--- src/hdl/hsef_pkg.sv ---
package hsef_pkg;

    // Bead indices at or above this limit raise the fault flag.
    localparam int unsigned BEAD_INDEX_LIMIT = 65536;

    typedef struct packed {
        logic [15:0]        first_bead;
        logic [15:0]        second_bead;
        logic signed [31:0] first_x;
        logic signed [31:0] first_y;
        logic signed [31:0] first_z;
        logic signed [31:0] second_x;
        logic signed [31:0] second_y;
        logic signed [31:0] second_z;
        logic [31:0]        stiffness;
        logic [30:0]        rest_length;
        logic               last_pair;
    } item_t;

    typedef struct packed {
        logic [62:0]        pair_energy;
        logic [62:0]        energy_total;
        logic signed [47:0] force_x;
        logic signed [47:0] force_y;
        logic signed [47:0] force_z;
        logic [15:0]        out_first_bead;
        logic [15:0]        out_second_bead;
        logic               fault;
        logic               last_out;
    } result_t;

    typedef enum logic [3:0] {
        ST_IDLE,
        ST_SQ,
        ST_ROOT,
        ST_STRETCH,
        ST_MK,
        ST_ME,
        ST_MN,
        ST_DIVL,
        ST_DIV,
        ST_DONE
    } state_t;

endpackage

--- src/hdl/harmonic_spring_energy_force.sv ---
// One word at a time: the input stalls until the result is loaded. Coincident
//   points skip the force steps and a force axis that saturates skips its
//   divide. The sequencer shares the single bit-serial shift-add multiplier,
//   restoring square root and restoring divider.
// Reset (rst_n, async, active low): sequencer idle, no result held, energy
//   total and sticky fault cleared.
module harmonic_spring_energy_force #(
    parameter int unsigned BEAD_INDEX_LIMIT = hsef_pkg::BEAD_INDEX_LIMIT
) (
    input  logic             clk,
    input  logic             rst_n,
    input  logic             item_valid,
    output logic             item_stall,
    input  hsef_pkg::item_t  item,
    output logic             result_valid,
    input  logic             result_stall,
    output hsef_pkg::result_t result
);

    // Datapath widths
    localparam int ACC_W = 98;   // as*as*k < 2^98, sum of squares < 2^66
    localparam int M_W   = 65;   // as*k
    localparam int REM_W = 50;   // divider remainder, shifted

    hsef_pkg::state_t state_reg, state_next;
    logic [5:0]          cnt_reg, cnt_next;
    logic [1:0]          axis_reg, axis_next;
    logic [62:0]         accum_reg, accum_next;
    logic                fault_seen_reg, fault_seen_next;
    logic                result_valid_reg, result_valid_next;
    hsef_pkg::result_t   result_reg, result_next;

    logic [ACC_W-1:0]    acc_reg, acc_next;
    logic [ACC_W-1:0]    mcand_reg, mcand_next;
    logic [32:0]         mplier_reg, mplier_next;
    logic [REM_W-1:0]    rem_reg, rem_next;
    logic [33:0]         root_reg, root_next;
    logic [M_W-1:0]      m_reg, m_next;
    logic [32:0]         as_reg, as_next;
    logic                sneg_reg, sneg_next;
    logic [46:0]         q_reg, q_next;
    logic [62:0]         energy_reg, energy_next;
    logic                ifault_reg, ifault_next;
    logic [2:0][31:0]    am_reg, am_next;
    logic [2:0]          dneg_reg, dneg_next;
    logic [2:0][47:0]    force_reg, force_next;
    logic [15:0]         bead1_reg, bead1_next;
    logic [15:0]         bead2_reg, bead2_next;
    logic [31:0]         k_reg, k_next;
    logic [30:0]         r_reg, r_next;
    logic                last_reg, last_next;

    // Shared units
    logic [ACC_W-1:0]    mul_sum;
    logic [37:0]         root_rem, root_trial, root_diff;
    logic                root_ge;
    logic [REM_W-1:0]    div_dv, div_rem, div_diff;
    logic                div_ge, ovf_ge;
    logic [33:0]         s_w;
    logic [46:0]         q_step, force_mag;
    logic                force_neg;
    logic [47:0]         force_val;
    logic [63:0]         tot_w;
    logic [62:0]         tot_sat;
    logic                tot_ovf, fault_out, bead_bad, result_load;
    logic [1:0]          axis_inc;
    logic [2:0][31:0]    coord1, coord2;
    logic [2:0][32:0]    delta_w;

    assign coord1 = {item.first_z, item.first_y, item.first_x};
    assign coord2 = {item.second_z, item.second_y, item.second_x};

    // One multiplier bit per cycle
    assign mul_sum = acc_reg + (mplier_reg[0] ? mcand_reg : {ACC_W{1'b0}});

    // Square root: two radicand bits per cycle from acc[67:66]
    assign root_rem   = {rem_reg[35:0], acc_reg[67:66]};
    assign root_trial = {2'b00, root_reg, 2'b01};
    assign root_ge    = root_rem >= root_trial;
    assign root_diff  = root_rem - root_trial;

    // Divider: divisor is d in Q16.16 shifted up 16
    assign div_dv   = {1'b0, root_reg[32:0], 16'h0000};
    assign div_rem  = {rem_reg[48:0], acc_reg[46]};
    assign div_ge   = div_rem >= div_dv;
    assign div_diff = div_rem - div_dv;
    assign ovf_ge   = acc_reg[96:47] >= div_dv;
    assign q_step   = {q_reg[45:0], div_ge};

    assign s_w = {1'b0, root_reg[32:0]} - {3'b000, r_reg};

    assign force_mag = (state_reg == hsef_pkg::ST_DIV) ? q_step : {47{1'b1}};
    assign force_neg = sneg_reg ^ dneg_reg[axis_reg];
    assign force_val = force_neg ? 48'(-{1'b0, force_mag}) : {1'b0, force_mag};

    assign tot_w     = {1'b0, accum_reg} + {1'b0, energy_reg};
    assign tot_ovf   = tot_w[63];
    assign tot_sat   = tot_ovf ? {63{1'b1}} : tot_w[62:0];
    assign fault_out = fault_seen_reg | ifault_reg | tot_ovf;

    assign bead_bad = (32'(item.first_bead) >= BEAD_INDEX_LIMIT) ||
                      (32'(item.second_bead) >= BEAD_INDEX_LIMIT);

    assign axis_inc    = axis_reg + 2'd1;
    assign result_load = !result_valid_reg || !result_stall;

    assign item_stall   = (state_reg != hsef_pkg::ST_IDLE);
    assign result_valid = result_valid_reg;
    assign result       = result_reg;

    always_comb
    begin
        state_next        = state_reg;
        cnt_next          = cnt_reg;
        axis_next         = axis_reg;
        accum_next        = accum_reg;
        fault_seen_next   = fault_seen_reg;
        result_valid_next = result_valid_reg;
        result_next       = result_reg;
        acc_next          = acc_reg;
        mcand_next        = mcand_reg;
        mplier_next       = mplier_reg;
        rem_next          = rem_reg;
        root_next         = root_reg;
        m_next            = m_reg;
        as_next           = as_reg;
        sneg_next         = sneg_reg;
        q_next            = q_reg;
        energy_next       = energy_reg;
        ifault_next       = ifault_reg;
        am_next           = am_reg;
        dneg_next         = dneg_reg;
        force_next        = force_reg;
        bead1_next        = bead1_reg;
        bead2_next        = bead2_reg;
        k_next            = k_reg;
        r_next            = r_reg;
        last_next         = last_reg;

        for (int i = 0; i < 3; i++)
        begin
            delta_w[i] = {coord1[i][31], coord1[i]} - {coord2[i][31], coord2[i]};
        end

        if (result_valid_reg && !result_stall)
        begin
            result_valid_next = 1'b0;
        end

        unique case (state_reg)
            hsef_pkg::ST_IDLE:
            begin
                if (item_valid)
                begin
                    for (int i = 0; i < 3; i++)
                    begin
                        dneg_next[i] = delta_w[i][32];
                        am_next[i]   = delta_w[i][32] ? 32'(-delta_w[i]) : delta_w[i][31:0];
                    end
                    bead1_next  = item.first_bead;
                    bead2_next  = item.second_bead;
                    k_next      = item.stiffness;
                    r_next      = item.rest_length;
                    last_next   = item.last_pair;
                    ifault_next = bead_bad;
                    acc_next    = '0;
                    mcand_next  = ACC_W'(am_next[0]);
                    mplier_next = {1'b0, am_next[0]};
                    cnt_next    = '0;
                    axis_next   = '0;
                    state_next  = hsef_pkg::ST_SQ;
                end
            end
            hsef_pkg::ST_SQ:
            begin
                // squares of all three axes land in one sum
                acc_next    = mul_sum;
                mcand_next  = {mcand_reg[ACC_W-2:0], 1'b0};
                mplier_next = {1'b0, mplier_reg[32:1]};
                cnt_next    = cnt_reg + 6'd1;
                if (cnt_reg == 6'd31)
                begin
                    cnt_next = '0;
                    if (axis_reg == 2'd2)
                    begin
                        rem_next   = '0;
                        root_next  = '0;
                        state_next = hsef_pkg::ST_ROOT;
                    end
                    else
                    begin
                        axis_next   = axis_inc;
                        mcand_next  = ACC_W'(am_reg[axis_inc]);
                        mplier_next = {1'b0, am_reg[axis_inc]};
                    end
                end
            end
            hsef_pkg::ST_ROOT:
            begin
                acc_next  = {acc_reg[ACC_W-3:0], 2'b00};
                rem_next  = REM_W'(root_ge ? root_diff : root_rem);
                root_next = {root_reg[32:0], root_ge};
                cnt_next  = cnt_reg + 6'd1;
                if (cnt_reg == 6'd33)
                begin
                    cnt_next   = '0;
                    state_next = hsef_pkg::ST_STRETCH;
                end
            end
            hsef_pkg::ST_STRETCH:
            begin
                sneg_next   = s_w[33];
                as_next     = s_w[33] ? 33'(-s_w) : s_w[32:0];
                if (root_reg == '0)
                begin
                    ifault_next = 1'b1;
                end
                acc_next    = '0;
                mcand_next  = ACC_W'(as_next);
                mplier_next = {1'b0, k_reg};
                state_next  = hsef_pkg::ST_MK;
            end
            hsef_pkg::ST_MK:
            begin
                acc_next    = mul_sum;
                mcand_next  = {mcand_reg[ACC_W-2:0], 1'b0};
                mplier_next = {1'b0, mplier_reg[32:1]};
                cnt_next    = cnt_reg + 6'd1;
                if (cnt_reg == 6'd31)
                begin
                    cnt_next    = '0;
                    m_next      = mul_sum[M_W-1:0];
                    acc_next    = '0;
                    mcand_next  = ACC_W'(mul_sum[M_W-1:0]);
                    mplier_next = as_reg;
                    state_next  = hsef_pkg::ST_ME;
                end
            end
            hsef_pkg::ST_ME:
            begin
                acc_next    = mul_sum;
                mcand_next  = {mcand_reg[ACC_W-2:0], 1'b0};
                mplier_next = {1'b0, mplier_reg[32:1]};
                cnt_next    = cnt_reg + 6'd1;
                if (cnt_reg == 6'd32)
                begin
                    cnt_next = '0;
                    // energy = (k*s^2) >> 33, saturating at 2^63-1
                    if (mul_sum[97:96] != 2'b00)
                    begin
                        energy_next = {63{1'b1}};
                        ifault_next = 1'b1;
                    end
                    else
                    begin
                        energy_next = mul_sum[95:33];
                    end
                    axis_next = '0;
                    if (root_reg == '0)
                    begin
                        force_next = '0;
                        state_next = hsef_pkg::ST_DONE;
                    end
                    else
                    begin
                        acc_next    = '0;
                        mcand_next  = ACC_W'(m_reg);
                        mplier_next = {1'b0, am_reg[0]};
                        state_next  = hsef_pkg::ST_MN;
                    end
                end
            end
            hsef_pkg::ST_MN:
            begin
                acc_next    = mul_sum;
                mcand_next  = {mcand_reg[ACC_W-2:0], 1'b0};
                mplier_next = {1'b0, mplier_reg[32:1]};
                cnt_next    = cnt_reg + 6'd1;
                if (cnt_reg == 6'd31)
                begin
                    cnt_next   = '0;
                    state_next = hsef_pkg::ST_DIVL;
                end
            end
            hsef_pkg::ST_DIVL:
            begin
                // quotient of 2^47 or more saturates without dividing
                if (ovf_ge)
                begin
                    ifault_next          = 1'b1;
                    force_next[axis_reg] = force_val;
                    if (axis_reg == 2'd2)
                    begin
                        state_next = hsef_pkg::ST_DONE;
                    end
                    else
                    begin
                        axis_next   = axis_inc;
                        acc_next    = '0;
                        mcand_next  = ACC_W'(m_reg);
                        mplier_next = {1'b0, am_reg[axis_inc]};
                        state_next  = hsef_pkg::ST_MN;
                    end
                end
                else
                begin
                    rem_next   = acc_reg[96:47];
                    q_next     = '0;
                    cnt_next   = '0;
                    state_next = hsef_pkg::ST_DIV;
                end
            end
            hsef_pkg::ST_DIV:
            begin
                acc_next = {acc_reg[ACC_W-2:0], 1'b0};
                rem_next = div_ge ? div_diff : div_rem;
                q_next   = q_step;
                cnt_next = cnt_reg + 6'd1;
                if (cnt_reg == 6'd46)
                begin
                    cnt_next             = '0;
                    force_next[axis_reg] = force_val;
                    if (axis_reg == 2'd2)
                    begin
                        state_next = hsef_pkg::ST_DONE;
                    end
                    else
                    begin
                        axis_next   = axis_inc;
                        acc_next    = '0;
                        mcand_next  = ACC_W'(m_reg);
                        mplier_next = {1'b0, am_reg[axis_inc]};
                        state_next  = hsef_pkg::ST_MN;
                    end
                end
            end
            hsef_pkg::ST_DONE:
            begin
                if (result_load)
                begin
                    result_valid_next           = 1'b1;
                    result_next.pair_energy     = energy_reg;
                    result_next.energy_total    = tot_sat;
                    result_next.force_x         = force_reg[0];
                    result_next.force_y         = force_reg[1];
                    result_next.force_z         = force_reg[2];
                    result_next.out_first_bead  = bead1_reg;
                    result_next.out_second_bead = bead2_reg;
                    result_next.fault           = fault_out;
                    result_next.last_out        = last_reg;
                    // end of set clears the running total and sticky fault
                    if (last_reg)
                    begin
                        accum_next      = '0;
                        fault_seen_next = 1'b0;
                    end
                    else
                    begin
                        accum_next      = tot_sat;
                        fault_seen_next = fault_out;
                    end
                    state_next = hsef_pkg::ST_IDLE;
                end
            end
            default:
            begin
                state_next = hsef_pkg::ST_IDLE;
            end
        endcase
    end

    always_ff @(posedge clk or negedge rst_n)
    begin
        if (!rst_n)
        begin
            state_reg        <= hsef_pkg::ST_IDLE;
            cnt_reg          <= '0;
            axis_reg         <= '0;
            accum_reg        <= '0;
            fault_seen_reg   <= 1'b0;
            result_valid_reg <= 1'b0;
        end
        else
        begin
            state_reg        <= state_next;
            cnt_reg          <= cnt_next;
            axis_reg         <= axis_next;
            accum_reg        <= accum_next;
            fault_seen_reg   <= fault_seen_next;
            result_valid_reg <= result_valid_next;
        end
    end

    always_ff @(posedge clk)
    begin
        result_reg <= result_next;
        acc_reg    <= acc_next;
        mcand_reg  <= mcand_next;
        mplier_reg <= mplier_next;
        rem_reg    <= rem_next;
        root_reg   <= root_next;
        m_reg      <= m_next;
        as_reg     <= as_next;
        sneg_reg   <= sneg_next;
        q_reg      <= q_next;
        energy_reg <= energy_next;
        ifault_reg <= ifault_next;
        am_reg     <= am_next;
        dneg_reg   <= dneg_next;
        force_reg  <= force_next;
        bead1_reg  <= bead1_next;
        bead2_reg  <= bead2_next;
        k_reg      <= k_next;
        r_reg      <= r_next;
        last_reg   <= last_next;
    end

    // a new result only ever comes out of the final state
    a_result_from_done: assert property (@(posedge clk) disable iff (!rst_n)
        $rose(result_valid) |-> $past(state_reg == hsef_pkg::ST_DONE))
        else $error("result raised outside final state");

    // divider never runs past 47 quotient bits
    a_div_count: assert property (@(posedge clk) disable iff (!rst_n)
        (state_reg == hsef_pkg::ST_DIV) |-> (cnt_reg < 6'd47))
        else $error("divider step count out of range");

    // without a fault the total holds at least this word's energy
    a_total_covers: assert property (@(posedge clk) disable iff (!rst_n)
        (result_valid && !result.fault) |-> (result.energy_total >= result.pair_energy))
        else $error("energy total below pair energy without fault");

endmodule

--- config.mk ---
export PLATFORM = sky130hd
export DESIGN_NAME = harmonic_spring_energy_force
export DESIGN_NICKNAME = d
export VERILOG_FILES = /design/src/hdl/hsef_pkg.sv /design/src/hdl/harmonic_spring_energy_force.sv
export SDC_FILE = /design/constraint.sdc
export NUM_CORES = 2
export LEC_CHECK = 0
export ABC_AREA = 1
export ABC_CLOCK_PERIOD_IN_PS = 21500
export BUFFER_PORTS_ARGS = -buffer_cell sky130_fd_sc_hd__buf_2
export CAP_MARGIN = 20
export CORE_MARGIN = 2
export CORE_UTILIZATION = 35
export DETAILED_ROUTE_END_ITERATION = 8
export PLACE_DENSITY = 0.57
export SYNTH_ARGS = -nofsm -noshare
export SYNTH_HDL_FRONTEND = slang
export SYNTH_SLANG_ARGS = --single-unit
--- constraint.sdc ---
create_clock -name clk -period 21.5 [get_ports clk]
set_clock_uncertainty 0.15 [all_clocks]
set_input_delay 4.3 -clock clk [delete_from_list [all_inputs] [get_ports clk]]
set_output_delay 4.3 -clock clk [all_outputs]
set_load 0.05 [all_outputs]
==> out/metrics.csv <==
metric,value,unit
status,"complete, no violations",
crit_path_end_kind,flop,
final_hold_violating_endpoints,0,
syn_to_final_growth,14.1,%
worstReg2RegStart,rem_reg[15],
number_of_global_route_vias_before_repair,70802,
whs_endpoint,result[17],
die-area,0.237,mm2
totalPowerFinal,12.9,mW
post_route_cells_drive_above_1_share,9.87,%
clk_root_buffer_cell,sky130_fd_sc_hd__clkbuf_16,
wirelength,302000,um
cells_resized_by_post_cts_repair,0,
min_path_type,reg2reg,
synth-seq-area-share,45.3,%
syn_avg_cell_area,8.01,um2
detailedPlacementHpwl,242000,um
design.core.area,0.232,mm2
avgRoutedWirePerCell,21.7,um
slew_headroom,21.2,%
clock_path_buffers,3,
timing.critical_path.arrival,7370,ps
p_leak,41.2,nW
tritoncts.num_buffers,149,
synth-main-ff-cell,sky130_fd_sc_hd__edfxtp_1,
dr.first_iter.drc_count,6251,
ios,598,
finish.utilization,40.0,%
start_util,35.1,%
vias,73169,
gpl.final_weighted_congestion,1.00,
clock_sink_count,1241,
postCtsSetupBuffers,0,
layout.nets,11451,
drc,0,
setup-violations-final,0,
rows,177,
rsz0062_at_grt,no,
synth-seq-cells,1241,
hold_buffers,0,
worst_slew_pin_slew,1170,ps
dpl.cell_count,13639,
worst-path-max-fanout,30,
max_ir_drop_vdd,0.223,mV
timing.final.crit_share,32.3,%
buffer_ports.inserted,597,
final_cells,13922,
worst-setup-path-type,in2reg,
grt.overflow.total,0,
yosys.area.top_type_share,42.9,%
r2r-end,force_reg[126],
timing_max_transition_violations_final,0,
route.antenna.remaining_nets,0,
grt_first_pass_wirelength,446000,um
tritoncts,built,
detail_route.first_pass.iterations,8,
floorplan.die.width,486,um
worst-r2r-cell-count,27,
cp_data_required_time,21910,ps
timing.setup.tns,0,ps
synthMostInstantiatedCell,sky130_fd_sc_hd__nand2_1,
worst_setup_path_start_kind,primary input,
power.density,139,mW/mm2
synth.top_cells.by_count,"2604 x sky130_fd_sc_hd__nand2_1, 1456 x sky130_fd_sc_hd__inv_1, 1185 x sky130_fd_sc_hd__nor2_1, 1164 x sky130_fd_sc_hd__edfxtp_1, 586 x sky130_fd_sc_hd__nand3_1",
clock.fmax,0.144,GHz
timing.reg2reg.setup_slack,15880,ps
synth_async_sr_flop_share,6.20,%
synth_cell_types,66,
synth.cell_area,0.0815,mm2
yosysWarnings,0,
count_of_maximum_capacitance_violations,0,
global_route.usage.total,24.7,%
grt_max_degree,132,
largest_register_ff_count,304,
hold_path_startpoint,bead2_reg[15],
post_route_minimum_period,6950,ps
ctsHtreeMaxLevel,4,
min_delay_path_depth,0,
die_y,486,um
edff_count_synth,1164,
synth.area.top_cells,"sky130_fd_sc_hd__edfxtp_1 43%, sky130_fd_sc_hd__nand2_1 12%, sky130_fd_sc_hd__inv_1 6.7%, sky130_fd_sc_hd__ha_1 6.2%, sky130_fd_sc_hd__nor2_1 5.5%",
postSynthCellCount,10169,
clock_latency,860,ps
antenna_found_initial,27,
post_drt_via_cell_ratio,5.26,
mappedNetlistNets,10869,
yosysTopAreaCell,sky130_fd_sc_hd__edfxtp_1,
clkSlewWorstSetupHoldPaths,60,ps
==> worst max-delay path: stages <==
cell	delay [ps]
sky130_fd_sc_hd__buf_2	90
sky130_fd_sc_hd__inv_1	40
sky130_fd_sc_hd__ha_1	130
sky130_fd_sc_hd__inv_1	90
sky130_fd_sc_hd__fa_1	470
sky130_fd_sc_hd__nand3_1	140
sky130_fd_sc_hd__nand3_1	160
sky130_fd_sc_hd__nand2_1	130
sky130_fd_sc_hd__nand2_2	90
sky130_fd_sc_hd__nand2_2	80
sky130_fd_sc_hd__nand2_1	70
sky130_fd_sc_hd__nand2_1	150
sky130_fd_sc_hd__nand2_1	90
sky130_fd_sc_hd__nand2_1	70
sky130_fd_sc_hd__nand2_2	60
sky130_fd_sc_hd__xor2_2	100
sky130_fd_sc_hd__buf_4	350
sky130_fd_sc_hd__nand2_1	220
sky130_fd_sc_hd__nand4_1	150
sky130_fd_sc_hd__nand2_1	150
sky130_fd_sc_hd__nand2_1	130
sky130_fd_sc_hd__nand3_1	80
==> kinds of logic after synthesis <==
| family | share of synthesized area, % |
|---|---|
| xor+xnor | 3.69 |
| buf+inv | 8.10 |
| flops | 45.3 |
| fa+ha+maj | 6.33 |
| compound gates | 11.9 |
| simple gates | 24.7 |
==> how the worst max path moves through the flow <==
stage	startpoint	to
finish	item[224]	mcand_reg[26]
global route	item[224]	mcand_reg[26]
CTS	item[160]	am_reg[66]
detailed placement	item[160]	am_reg[74]
global placement	item[160]	am_reg[89]
floorplan	result_stall	accum_reg[1]
==> layer usage <==
| metal | GRT usage [%] | vias up | wire length, um |
|---|---|---|---|
| met5 | 0 | - | 18 |
| met4 | 9.58 | 4 | 12800 |
| met3 | 3.04 | 477 | 17100 |
| met2 | 40.3 | 2591 | 138000 |
| met1 | 33.4 | 34928 | 134000 |
| li1 | - | 35169 | - |
==> placed cells by master (no fill, tap or decap), types with 31 or more instances in the layout <==
master and n:
sky130_fd_sc_hd__o21bai_1 52, sky130_fd_sc_hd__dfrtp_1 77, sky130_fd_sc_hd__a22oi_1 55, sky130_fd_sc_hd__o211ai_1 106, sky130_fd_sc_hd__nor2_1 1177, sky130_fd_sc_hd__buf_4 63, sky130_fd_sc_hd__nor3_1 95, sky130_fd_sc_hd__clkbuf_16 150
sky130_fd_sc_hd__o21ai_0 493, sky130_fd_sc_hd__edfxtp_1 1164, sky130_fd_sc_hd__a31oi_1 41, sky130_fd_sc_hd__nand3b_1 35, sky130_fd_sc_hd__ha_1 398, sky130_fd_sc_hd__a221oi_1 60, sky130_fd_sc_hd__buf_2 596, sky130_fd_sc_hd__or2_2 40
sky130_fd_sc_hd__xnor2_1 108, sky130_fd_sc_hd__nand4_1 140, sky130_fd_sc_hd__nand2_1 2601, sky130_fd_sc_hd__o21ai_1 31, sky130_fd_sc_hd__nand3_1 586, sky130_fd_sc_hd__a21oi_1 549, sky130_fd_sc_hd__inv_1 1453, sky130_fd_sc_hd__nor4_1 48
sky130_fd_sc_hd__a21o_1 54, sky130_fd_sc_hd__xor2_1 208
==> report_power, final <==
part | internal, mW | total, mW | switching [mW]
sequential | 3.63 | 4.05 | 0.419
clock | 1.45 | 2.57 | 1.12
combinational | 1.78 | 6.31 | 4.53
==> cell type report <==
cell class | count | area, um2
Antenna cell | 9 | 22.5
Clock buffer | 175 | 3860
Clock inverter | 95 | 1080
Fill cell | 24017 | 139000
Inverter | 1480 | 5570
Multi-Input combinational cell | 7214 | 38100
Sequential cell | 1241 | 36900
Tap cell | 3043 | 3810
Timing Repair Buffer | 665 | 3590
==> through the flow <==
step / cell area, um2 / setup slack [ps] / hold WS, ps
4_1_cts: 92800 / 14240 / 268
6_report: 92900 / 14550 / 267
2_1_floorplan: 81500 / 1800 / 250
3_5_place_dp: 87900 / 13370 / 255
3_3_place_gp: 87900 / 13340 / 251
5_1_grt: 92900 / 14290 / 274
(Power assumes the default switching activity.)
